--- src/rtl/core/b64d_pkg.sv ---
// ---------------------------------------------------------------------------
// b64d_pkg - shared types and helpers for the Base64 stream decoder
// Status codes, the bundle of results made by one character and the
// alphabet lookup.
// ---------------------------------------------------------------------------
package b64d_pkg;

  localparam logic [7:0] PAD_CHAR    = 8'h3D;
  localparam int         MAX_RESULTS = 3;
  localparam int         IDX_W       = $clog2(MAX_RESULTS);

  typedef enum logic [1:0] {
    ST_OK   = 2'd0,
    ST_LEN  = 2'd1,
    ST_PAD  = 2'd2,
    ST_CHAR = 2'd3
  } status_t;

  // Results caused by one accepted character, packed so that the elements
  // 0..last are sent in order.
  typedef struct packed {
    logic [MAX_RESULTS-1:0][7:0] bytes;
    logic [IDX_W-1:0]            last;
    logic                        has_bytes;
    logic                        fin;
    status_t                     status;
  } bundle_t;

  // Bit 6 set marks a character outside the selected alphabet.
  function automatic logic [6:0] char_value(input logic [7:0] c, input logic url);
    logic [7:0] d;
    logic [6:0] v;
    d = 8'h00;
    v = 7'h40;
    if (c inside {[8'h41:8'h5A]}) begin
      d = c - 8'h41;
      v = {1'b0, d[5:0]};
    end else if (c inside {[8'h61:8'h7A]}) begin
      d = c - 8'h61 + 8'd26;
      v = {1'b0, d[5:0]};
    end else if (c inside {[8'h30:8'h39]}) begin
      d = c - 8'h30 + 8'd52;
      v = {1'b0, d[5:0]};
    end else if (url) begin
      if (c == 8'h2D) v = 7'd62;
      else if (c == 8'h5F) v = 7'd63;
    end else begin
      if (c == 8'h2B) v = 7'd62;
      else if (c == 8'h2F) v = 7'd63;
    end
    return v;
  endfunction

endpackage

--- src/rtl/core/b64d_char_if.sv ---
// ---------------------------------------------------------------------------
// b64d_char_if - character channel
// Valid/ready channel carrying one encoded character and its final flag.
// ---------------------------------------------------------------------------
interface b64d_char_if;
  logic       valid;
  logic       ready;
  logic [7:0] char_code;
  logic       is_final;

  modport source (output valid, output char_code, output is_final, input ready);
  modport sink   (input valid, input char_code, input is_final, output ready);
endinterface

--- src/rtl/core/b64d_byte_if.sv ---
// ---------------------------------------------------------------------------
// b64d_byte_if - decoded byte channel
// Valid/ready channel carrying one decoded byte with status and end flag.
// ---------------------------------------------------------------------------
interface b64d_byte_if;
  logic       valid;
  logic       ready;
  logic [7:0] data_byte;
  logic       byte_valid;
  logic [1:0] status;
  logic       end_of_run;

  modport source (output valid, output data_byte, output byte_valid, output status,
                  output end_of_run, input ready);
  modport sink   (input valid, input data_byte, input byte_valid, input status,
                  input end_of_run, output ready);
endinterface

--- src/rtl/core/b64d_group.sv ---
// ---------------------------------------------------------------------------
// b64d_group - group assembly
// Tracks the position in the group of four, the collected sextets and the
// first error, and builds the bundle of results for each character.
// ---------------------------------------------------------------------------
module b64d_group (
  input  logic              clk,
  input  logic              rst,
  input  logic              url,
  input  logic              accept,
  input  logic [7:0]        char_code,
  input  logic              is_final,
  output logic              push,
  output b64d_pkg::bundle_t bundle
);
  import b64d_pkg::*;

  logic [1:0]  group_position, group_position_next;
  logic [17:0] sextet_store, sextet_store_next;
  logic        third_was_pad, third_was_pad_next;
  status_t     latched_error, latched_error_next;

  always_comb begin
    logic       is_pad;
    logic [6:0] cv;
    logic [5:0] val;
    logic [5:0] s0, s1, s2;
    logic [7:0] b0, b1, b2;

    is_pad = (char_code == PAD_CHAR);
    cv     = char_value(char_code, url);
    val    = 6'd0;
    latched_error_next = latched_error;
    if (is_pad) begin
      if (group_position < 2'd2 && latched_error == ST_OK) latched_error_next = ST_PAD;
    end else if (cv[6]) begin
      if (latched_error == ST_OK) latched_error_next = ST_CHAR;
    end else begin
      val = cv[5:0];
    end

    s0 = sextet_store[17:12];
    s1 = sextet_store[11:6];
    s2 = sextet_store[5:0];
    b0 = {s0, s1[5:4]};
    b1 = {s1[3:0], s2[5:2]};
    b2 = {s2[1:0], val};

    bundle.bytes[0]  = b0;
    bundle.bytes[1]  = third_was_pad ? b2 : b1;
    bundle.bytes[2]  = b2;
    bundle.has_bytes = (group_position == 2'd3) && (latched_error_next == ST_OK);
    bundle.last      = {1'b0, ~third_was_pad} + {1'b0, ~is_pad};
    bundle.fin       = is_final;
    bundle.status    = ST_OK;

    if (group_position != 2'd3) begin
      sextet_store_next   = {sextet_store[11:0], val};
      third_was_pad_next  = (group_position == 2'd2) ? is_pad : third_was_pad;
      group_position_next = group_position + 2'd1;
    end else begin
      sextet_store_next   = 18'd0;
      third_was_pad_next  = 1'b0;
      group_position_next = 2'd0;
    end

    if (is_final) begin
      // Length error overrides everything and drops the bytes
      bundle.status       = (group_position != 2'd3) ? ST_LEN : latched_error_next;
      group_position_next = 2'd0;
      sextet_store_next   = 18'd0;
      third_was_pad_next  = 1'b0;
      latched_error_next  = ST_OK;
    end

    if (!bundle.has_bytes) bundle.last = '0;
    push = accept && (is_final || bundle.has_bytes);
  end

  always_ff @(posedge clk) begin
    if (rst) begin
      group_position <= 2'd0;
      sextet_store   <= 18'd0;
      third_was_pad  <= 1'b0;
      latched_error  <= ST_OK;
    end else if (accept) begin
      group_position <= group_position_next;
      sextet_store   <= sextet_store_next;
      third_was_pad  <= third_was_pad_next;
      latched_error  <= latched_error_next;
    end
  end

  a_final_clears: assert property (@(posedge clk) disable iff (rst)
    accept && is_final |=> group_position == 2'd0 && latched_error == ST_OK)
    else $error("state not cleared after final character");

  a_error_sticky: assert property (@(posedge clk) disable iff (rst)
    latched_error != ST_OK && !(accept && is_final) |=>
      latched_error == $past(latched_error))
    else $error("latched error changed before end of string");

  a_bytes_on_group_end: assert property (@(posedge clk) disable iff (rst)
    push && bundle.has_bytes |-> group_position == 2'd3 && latched_error_next == ST_OK)
    else $error("bytes produced outside a completed group");

endmodule

--- src/rtl/core/b64d_serializer.sv ---
// ---------------------------------------------------------------------------
// b64d_serializer - result queue and output register
// Holds up to two bundles and sends their results one per transfer.
// ---------------------------------------------------------------------------
module b64d_serializer (
  input  logic              clk,
  input  logic              rst,
  input  logic              push,
  input  b64d_pkg::bundle_t bundle,
  output logic              can_take,
  b64d_byte_if.source       out_ch
);
  import b64d_pkg::*;

  bundle_t          slot0, slot1;
  logic [1:0]       cnt;
  logic [IDX_W-1:0] idx;
  logic             out_valid;
  logic             load, pop, last_elem;

  assign last_elem = (idx == slot0.last);
  assign load      = (cnt != 2'd0) && (!out_valid || out_ch.ready);
  assign pop       = load && last_elem;
  assign can_take  = (cnt != 2'd2) || pop;

  always_ff @(posedge clk) begin
    if (rst) begin
      cnt       <= 2'd0;
      idx       <= '0;
      out_valid <= 1'b0;
    end else begin
      if (load) begin
        out_valid <= 1'b1;
        idx       <= pop ? '0 : idx + 1'b1;
      end else if (out_ch.ready) begin
        out_valid <= 1'b0;
      end
      if (push && !pop) cnt <= cnt + 2'd1;
      else if (pop && !push) cnt <= cnt - 2'd1;
    end
  end

  // Queue payload; advance on pop, fill the first free slot on push
  always_ff @(posedge clk) begin
    if (pop) begin
      slot0 <= slot1;
      if (push) begin
        if (cnt == 2'd1) slot0 <= bundle;
        else slot1 <= bundle;
      end
    end else if (push) begin
      if (cnt == 2'd0) slot0 <= bundle;
      else slot1 <= bundle;
    end
  end

  always_ff @(posedge clk) begin
    if (load) begin
      out_ch.data_byte  <= slot0.has_bytes ? slot0.bytes[idx] : 8'd0;
      out_ch.byte_valid <= slot0.has_bytes;
      out_ch.end_of_run <= slot0.fin && last_elem;
      out_ch.status     <= (slot0.fin && last_elem) ? slot0.status : ST_OK;
    end
  end

  assign out_ch.valid = out_valid;

  a_idx_in_bundle: assert property (@(posedge clk) disable iff (rst)
    cnt != 2'd0 |-> idx <= slot0.last)
    else $error("element index beyond bundle");

  a_idx_idle: assert property (@(posedge clk) disable iff (rst)
    cnt == 2'd0 |-> idx == '0)
    else $error("element index not reset on empty queue");

  a_empty_is_final: assert property (@(posedge clk) disable iff (rst)
    out_valid && !out_ch.byte_valid |-> out_ch.end_of_run)
    else $error("byteless result that does not end the run");

  a_status_on_end: assert property (@(posedge clk) disable iff (rst)
    out_valid && out_ch.status != ST_OK |-> out_ch.end_of_run)
    else $error("status reported before end of run");

endmodule

--- src/rtl/core/base64_stream_decoder.sv ---
// ---------------------------------------------------------------------------
// base64_stream_decoder - streaming Base64 decoder
// Decodes one character per transfer into bytes, with end-of-run status.
// ---------------------------------------------------------------------------
// Usage:
//   in_ch  : one character per transfer, is_final on the last one of a string.
//   out_ch : one decoded byte per transfer; the last transfer of a string has
//            end_of_run set and carries the status (ok, bad length, misplaced
//            padding, invalid character). A string with no bytes to give ends
//            in a single transfer with byte_valid low.
//   cfg_wr_en/cfg_wr_data : write url_alphabet (0 standard, 1 URL-safe); write
//            only while no string is in flight.
// Path: the bundle of the character that completes a group or ends the
//   string is queued at its transfer; its first result then passes through
//   the output register before it transfers.
// Throughput: one character per cycle while the queue has room. A completed
//   group gives up to three results, sent from a two-bundle queue through the
//   single output register at one result per cycle while out_ch.ready is high.
// Reset: clears the group position, sextet store, latched error, queue and
//   output register, and selects the standard alphabet.
// Stall: when out_ch.ready is low the output register holds its result, the
//   queue fills, and in_ch.ready drops once both bundle slots are taken.
// ---------------------------------------------------------------------------
module base64_stream_decoder (
  input  logic        clk,
  input  logic        rst,
  input  logic        cfg_wr_en,
  input  logic        cfg_wr_data,
  b64d_char_if.sink   in_ch,
  b64d_byte_if.source out_ch
);
  import b64d_pkg::*;

  logic    url_alphabet;
  logic    accept;
  logic    push;
  logic    can_take;
  bundle_t bundle;

  // Alphabet select register
  always_ff @(posedge clk) begin
    if (rst) begin
      url_alphabet <= 1'b0;
    end else if (cfg_wr_en) begin
      url_alphabet <= cfg_wr_data;
    end
  end

  // Take a character whenever the queue has room for its results
  assign in_ch.ready = can_take;
  assign accept      = in_ch.valid && can_take;

  b64d_group u_group (
    .clk       (clk),
    .rst       (rst),
    .url       (url_alphabet),
    .accept    (accept),
    .char_code (in_ch.char_code),
    .is_final  (in_ch.is_final),
    .push      (push),
    .bundle    (bundle)
  );

  b64d_serializer u_serializer (
    .clk      (clk),
    .rst      (rst),
    .push     (push),
    .bundle   (bundle),
    .can_take (can_take),
    .out_ch   (out_ch)
  );

endmodule

--- src/flat_wrapper.sv ---
// flat-port wrapper written by rule: the top's interface ports become plain ports
module base64_stream_decoder_flat import b64d_pkg::*;
  (clk, rst, cfg_wr_en, cfg_wr_data, in_ch_valid, in_ch_char_code, in_ch_is_final, in_ch_ready, out_ch_valid, out_ch_data_byte, out_ch_byte_valid, out_ch_status, out_ch_end_of_run, out_ch_ready);
  b64d_char_if in_ch_i ();
  b64d_byte_if out_ch_i ();
  input  logic clk;
  input  logic rst;
  input  logic cfg_wr_en;
  input  logic cfg_wr_data;
  input wire logic [$bits(in_ch_i.valid)-1:0] in_ch_valid;
  input wire logic [$bits(in_ch_i.char_code)-1:0] in_ch_char_code;
  input wire logic [$bits(in_ch_i.is_final)-1:0] in_ch_is_final;
  output wire logic [$bits(in_ch_i.ready)-1:0] in_ch_ready;
  output wire logic [$bits(out_ch_i.valid)-1:0] out_ch_valid;
  output wire logic [$bits(out_ch_i.data_byte)-1:0] out_ch_data_byte;
  output wire logic [$bits(out_ch_i.byte_valid)-1:0] out_ch_byte_valid;
  output wire logic [$bits(out_ch_i.status)-1:0] out_ch_status;
  output wire logic [$bits(out_ch_i.end_of_run)-1:0] out_ch_end_of_run;
  input wire logic [$bits(out_ch_i.ready)-1:0] out_ch_ready;
  assign in_ch_i.valid = in_ch_valid;
  assign in_ch_i.char_code = in_ch_char_code;
  assign in_ch_i.is_final = in_ch_is_final;
  assign in_ch_ready = in_ch_i.ready;
  assign out_ch_valid = out_ch_i.valid;
  assign out_ch_data_byte = out_ch_i.data_byte;
  assign out_ch_byte_valid = out_ch_i.byte_valid;
  assign out_ch_status = out_ch_i.status;
  assign out_ch_end_of_run = out_ch_i.end_of_run;
  assign out_ch_i.ready = out_ch_ready;
  base64_stream_decoder u_core (.clk(clk), .rst(rst), .cfg_wr_en(cfg_wr_en), .cfg_wr_data(cfg_wr_data), .in_ch(in_ch_i), .out_ch(out_ch_i));
endmodule
--- config.mk ---
export PLATFORM = sky130hd
export DESIGN_NAME = base64_stream_decoder_flat
export DESIGN_NICKNAME = d
export VERILOG_FILES = /design/src/rtl/core/b64d_pkg.sv /design/src/rtl/core/b64d_char_if.sv /design/src/rtl/core/b64d_byte_if.sv /design/src/rtl/core/b64d_group.sv /design/src/rtl/core/b64d_serializer.sv /design/src/rtl/core/base64_stream_decoder.sv /design/src/flat_wrapper.sv
export SDC_FILE = /design/constraint.sdc
export NUM_CORES = 1
export LEC_CHECK = 0
export BUFFER_PORTS_ARGS = -buffer_cell sky130_fd_sc_hd__buf_2
export CAP_MARGIN = 40
export CORE_UTILIZATION = 43
export CTS_BUF_LIST = sky130_fd_sc_hd__clkbuf_4 sky130_fd_sc_hd__clkbuf_8
export CTS_CLUSTER_DIAMETER = 100
export CTS_CLUSTER_SIZE = 24
export DETAILED_ROUTE_END_ITERATION = 16
export PLACE_DENSITY_LB_ADDON = 0.1
export SLEW_MARGIN = 10
export SYNTH_ARGS = -nofsm -noshare
export SYNTH_HDL_FRONTEND = slang
export SYNTH_SLANG_ARGS = --single-unit
--- constraint.sdc ---
create_clock -name clk -period 5.2 [get_ports clk]
set_input_delay 0.78 -clock clk [delete_from_list [all_inputs] [get_ports clk]]
set_output_delay 0.78 -clock clk [all_outputs]
set_load 0.02 [all_outputs]
==> parameters.txt <==
Parameter                              Value

Hold path
  Hold/Removal Path Class ... flip-flop to flip-flop

STA
  Number of hold violations in the final report ... 0
  Layout Skew ... 0.0161 ns
  Slew Limit Fails ... 0
  RSZ-0062 raised after global routing ... no
  Final WS setup ... 1.42 ns
  Max-slew headroom ... 48.7%
  Setup total negative slack ... 0 ns
  Worst Tran Pin Value ... 0.770 ns
  Post-layout min period ... 3.78 ns
  Fmax ... 265 MHz
  Final setup fails ... 0
  Share of the cycle needed by the critical path after routing ... 72.7%

Clock network
  TritonCTS buffer count ... 9
  Reg clk slew, reported paths ... 0.10 ns
  Clock tree from TritonCTS ... built
  Clock latency on the worst-skew pair ... 0.36 ns
  CTS Root Buffer Type ... sky130_fd_sc_hd__clkbuf_8
  Number of setup buffers added after CTS ... 0
  Number of sinks on the clock net ... 101
  Maximum clock insertion buffer count ... 2
  Post-CTS Resized ... 0
  H-tree depth ... 3
  Count of hold buffers inserted by post-cts repair ... 0

Worst setup path
  Critical-path cell list ... buf_2 > inv_1 > ha_1 > a21oi_2 > a211oi_2 > nor3_2 > nor4_1 > o21ai_2 > buf_4 > mux2_2
  Family with the most delay on the worst path ... compound AO/OA/AOI/OAI gates
  CP bufs+invs ... 3
  Slowest cell on crit path ... sky130_fd_sc_hd__o21ai_2
  Critical Path AT ... 3.89 ns
  Largest driver fanout on the critical path ... 17
  Worst Setup Path Type ... primary input to flip-flop
  Crit. End Element ... flip-flop
  Startpoint type of the worst setup path ... primary input
  Endpoint required time on the critical path ... 5.32 ns
  Max incr delay on CP ... 0.66 ns

Synth
  Part of the Yosys area used for sequential elements ... 55.3%
  Primary FF master, synth ... sky130_fd_sc_hd__edfxtp_1
  Cell count after synthesis ... 419
  Per-instance average area after synthesis ... 11.8 um2
  Mux share of post-synthesis cell area ... 10.1%
  Net count of the mapped netlist ... 451
  Most numerous cell types in the synthesized netlist ... 72 x sky130_fd_sc_hd__edfxtp_1, 33 x sky130_fd_sc_hd__nand2_1, 29 x sky130_fd_sc_hd__dfxtp_1, 29 x sky130_fd_sc_hd__mux2_2, 28 x sky130_fd_sc_hd__a21oi_1
  Cell area after technology mapping ... 4960 um2
  Yosys top cell by area ... sky130_fd_sc_hd__edfxtp_1
  Post-synth top area share ... 43.6%
  Synth area leaders ... sky130_fd_sc_hd__edfxtp_1 44%, sky130_fd_sc_hd__dfxtp_1 12%, sky130_fd_sc_hd__mux2_2 6.6%
  FFs w/ async S/R, synth ... 0%
  Ys Warns ... 0
  Adder-cell share of the synthesized area ... 4.29%
  Synthesized-area fraction occupied by and/or/nand/nor cells ... 13.0%
  Compound-gate portion of the synthesized area ... 12.3%
  Register bit count reported by yosys ... 101
  Xor and xnor area share after synthesis ... 1.59%
  Number of flops mapped to enable cells by yosys ... 72
  Dominant combinational cell family by area after synthesis ... simple AND/OR/NAND/NOR gates
  Post-synthesis cell type count ... 70
  Count leader, synth ... sky130_fd_sc_hd__edfxtp_1

Global route
  Maximum number of pins on one net before global-route repair ... 31
  Overall routing resource usage ... 17.5%
  Remaining global-route overflow ... 0
  Global-route wire length before repair ... 15700 um
  Initial antenna violation count ... 0
  Vias in the first global route ... 3068

Detailed routing
  DRC violation count after routing ... 0
  Mean routed wirelength per cell ... 16.6 um
  Count of vias placed by the detailed router ... 3204
  Post-detailed-route via-to-cell ratio ... 5.46
  Remaining antenna violation count ... 0
  Router iterations before antenna repair ... 4
  Total Routed Length ... 9760 um
  DR iter-0 viols ... 156

Power
  Leakage power of the design ... 1.99 nW
  PnR Total Power ... 2.29 mW
  IR drop worst, VDD ... 0.227 mV
  Power per cell area ... 422 nW/um2

Floorplan
  Number of core rows ... 38
  Starting density of the core ... 45.0%
  Vertical extent of the die ... 109 um
  I/O pin count ... 29
  Placeable core region ... 11000 um2
  Area of the die ... 12000 um2
  Die Span X ... 109 um

Finish
  Fill cell total of the finished layout ... 988
  Growth of design area from synthesis to finish ... 9.21%
  Final net count ... 474
  Share of cells above drive strength 1 ... 23.3%
  Antenna diode count ... 0

Place
  Port bufs ... 28
  Placement Setup Slack ... 1.05 ns
  Post-detail-place hpwl ... 6900 um
  Global placer's final weighted congestion ... 0.928

Status
  Result of the run ... completed

Run
  Max cap viols ... 0
cell families after synthesis:
group                      after synthesis
AOI/OAI and AO/OA                       86
xor gates and xnor gates                 9
adders and majority gates               17
buffers and inverters                   38
DFF                                    101
muxes                                   45
and+or+nand+nor                        123
state kept, by name, indices dropped and copies added, names as in the netlist, 2 cells and up:
name / flops
u_core.u_serializer.cnt: 2
u_core.u_group.group_position: 2
u_core.u_group.sextet_store: 18
u_core.u_serializer.slot0: 30
u_core.u_serializer.out_ch.data_byte: 8
u_core.u_serializer.slot1: 30
u_core.u_group.latched_error: 2
u_core.u_serializer.out_ch.status: 2
u_core.u_serializer.idx: 2
power breakdown:
group	total (mW)	leakage [nW]	switching [mW]	internal (mW)
combinational	0.648	0.974	0.420	0.228
clock	0.461	0.0939	0.271	0.190
sequential	1.18	0.920	0.0622	1.12
total	2.29	1.99	0.753	1.54
worst paths after layout:
path                            cells after the start  slack, ns                       startpoint                             to
worst max-delay path                               10       1.42               in_ch_char_code[2]   u_core.u_serializer.slot0[6]
worst min-delay path                                0       0.47  u_core.u_group.sextet_store[14]  u_core.u_serializer.slot1[10]
worst max register to register                     12       1.83       u_core.u_serializer.cnt[0]   u_core.u_serializer.slot0[4]
worst min register to register                      0       0.47  u_core.u_group.sextet_store[14]  u_core.u_serializer.slot1[10]
cell type report:
| cell class | count | area, um2 | area share, % |
|---|---|---|---|
| tap | 140 | 175 | 3.23 |
| timing repair buffer | 34 | 185 | 3.42 |
| clock buffer | 10 | 138 | 2.54 |
| clock inverter | 6 | 42.5 | 0.785 |
| multi-input combinational | 280 | 2070 | 38.3 |
| sequential | 101 | 2740 | 50.6 |
| inverter | 16 | 60.1 | 1.11 |
metrics by stage:
stage	instances	util, %	instance area (um2)	hold slack [ns]
2_1_floorplan	419	-	4970	0.424
3_3_place_gp	570	47.4	5230	0.452
3_5_place_dp	571	47.5	5240	0.451
4_1_cts	587	49.1	5420	0.475
5_1_grt	587	49.1	5420	0.494
6_report	587	49.1	5420	0.473
metal layers:
| layer | GRT usage [%] | vias up | part of all wire, % |
|---|---|---|---|
| met5 | 0 | - | 0 |
| met4 | 6.00 | 0 | 0.96 |
| met3 | 3.62 | 7 | 2.9 |
| met2 | 26.9 | 54 | 46 |
| met1 | 24.7 | 1551 | 51 |
| li1 | - | 1592 | - |
cells in the final DEF (no fill, tap or decap), types with 8 or more instances in the layout:
cell type,instances
sky130_fd_sc_hd__nor3_1,8
sky130_fd_sc_hd__nand3_1,15
sky130_fd_sc_hd__and2_1,9
sky130_fd_sc_hd__a21oi_1,27
sky130_fd_sc_hd__buf_2,28
sky130_fd_sc_hd__mux2i_1,9
sky130_fd_sc_hd__nor2_1,20
sky130_fd_sc_hd__o21ai_0,16
sky130_fd_sc_hd__nand2_1,33
sky130_fd_sc_hd__ha_1,17
sky130_fd_sc_hd__inv_1,15
sky130_fd_sc_hd__edfxtp_1,72
sky130_fd_sc_hd__clkbuf_8,10
sky130_fd_sc_hd__mux2_2,29
sky130_fd_sc_hd__dfxtp_1,29
Note: power is estimated with default switching activity, not from simulation.
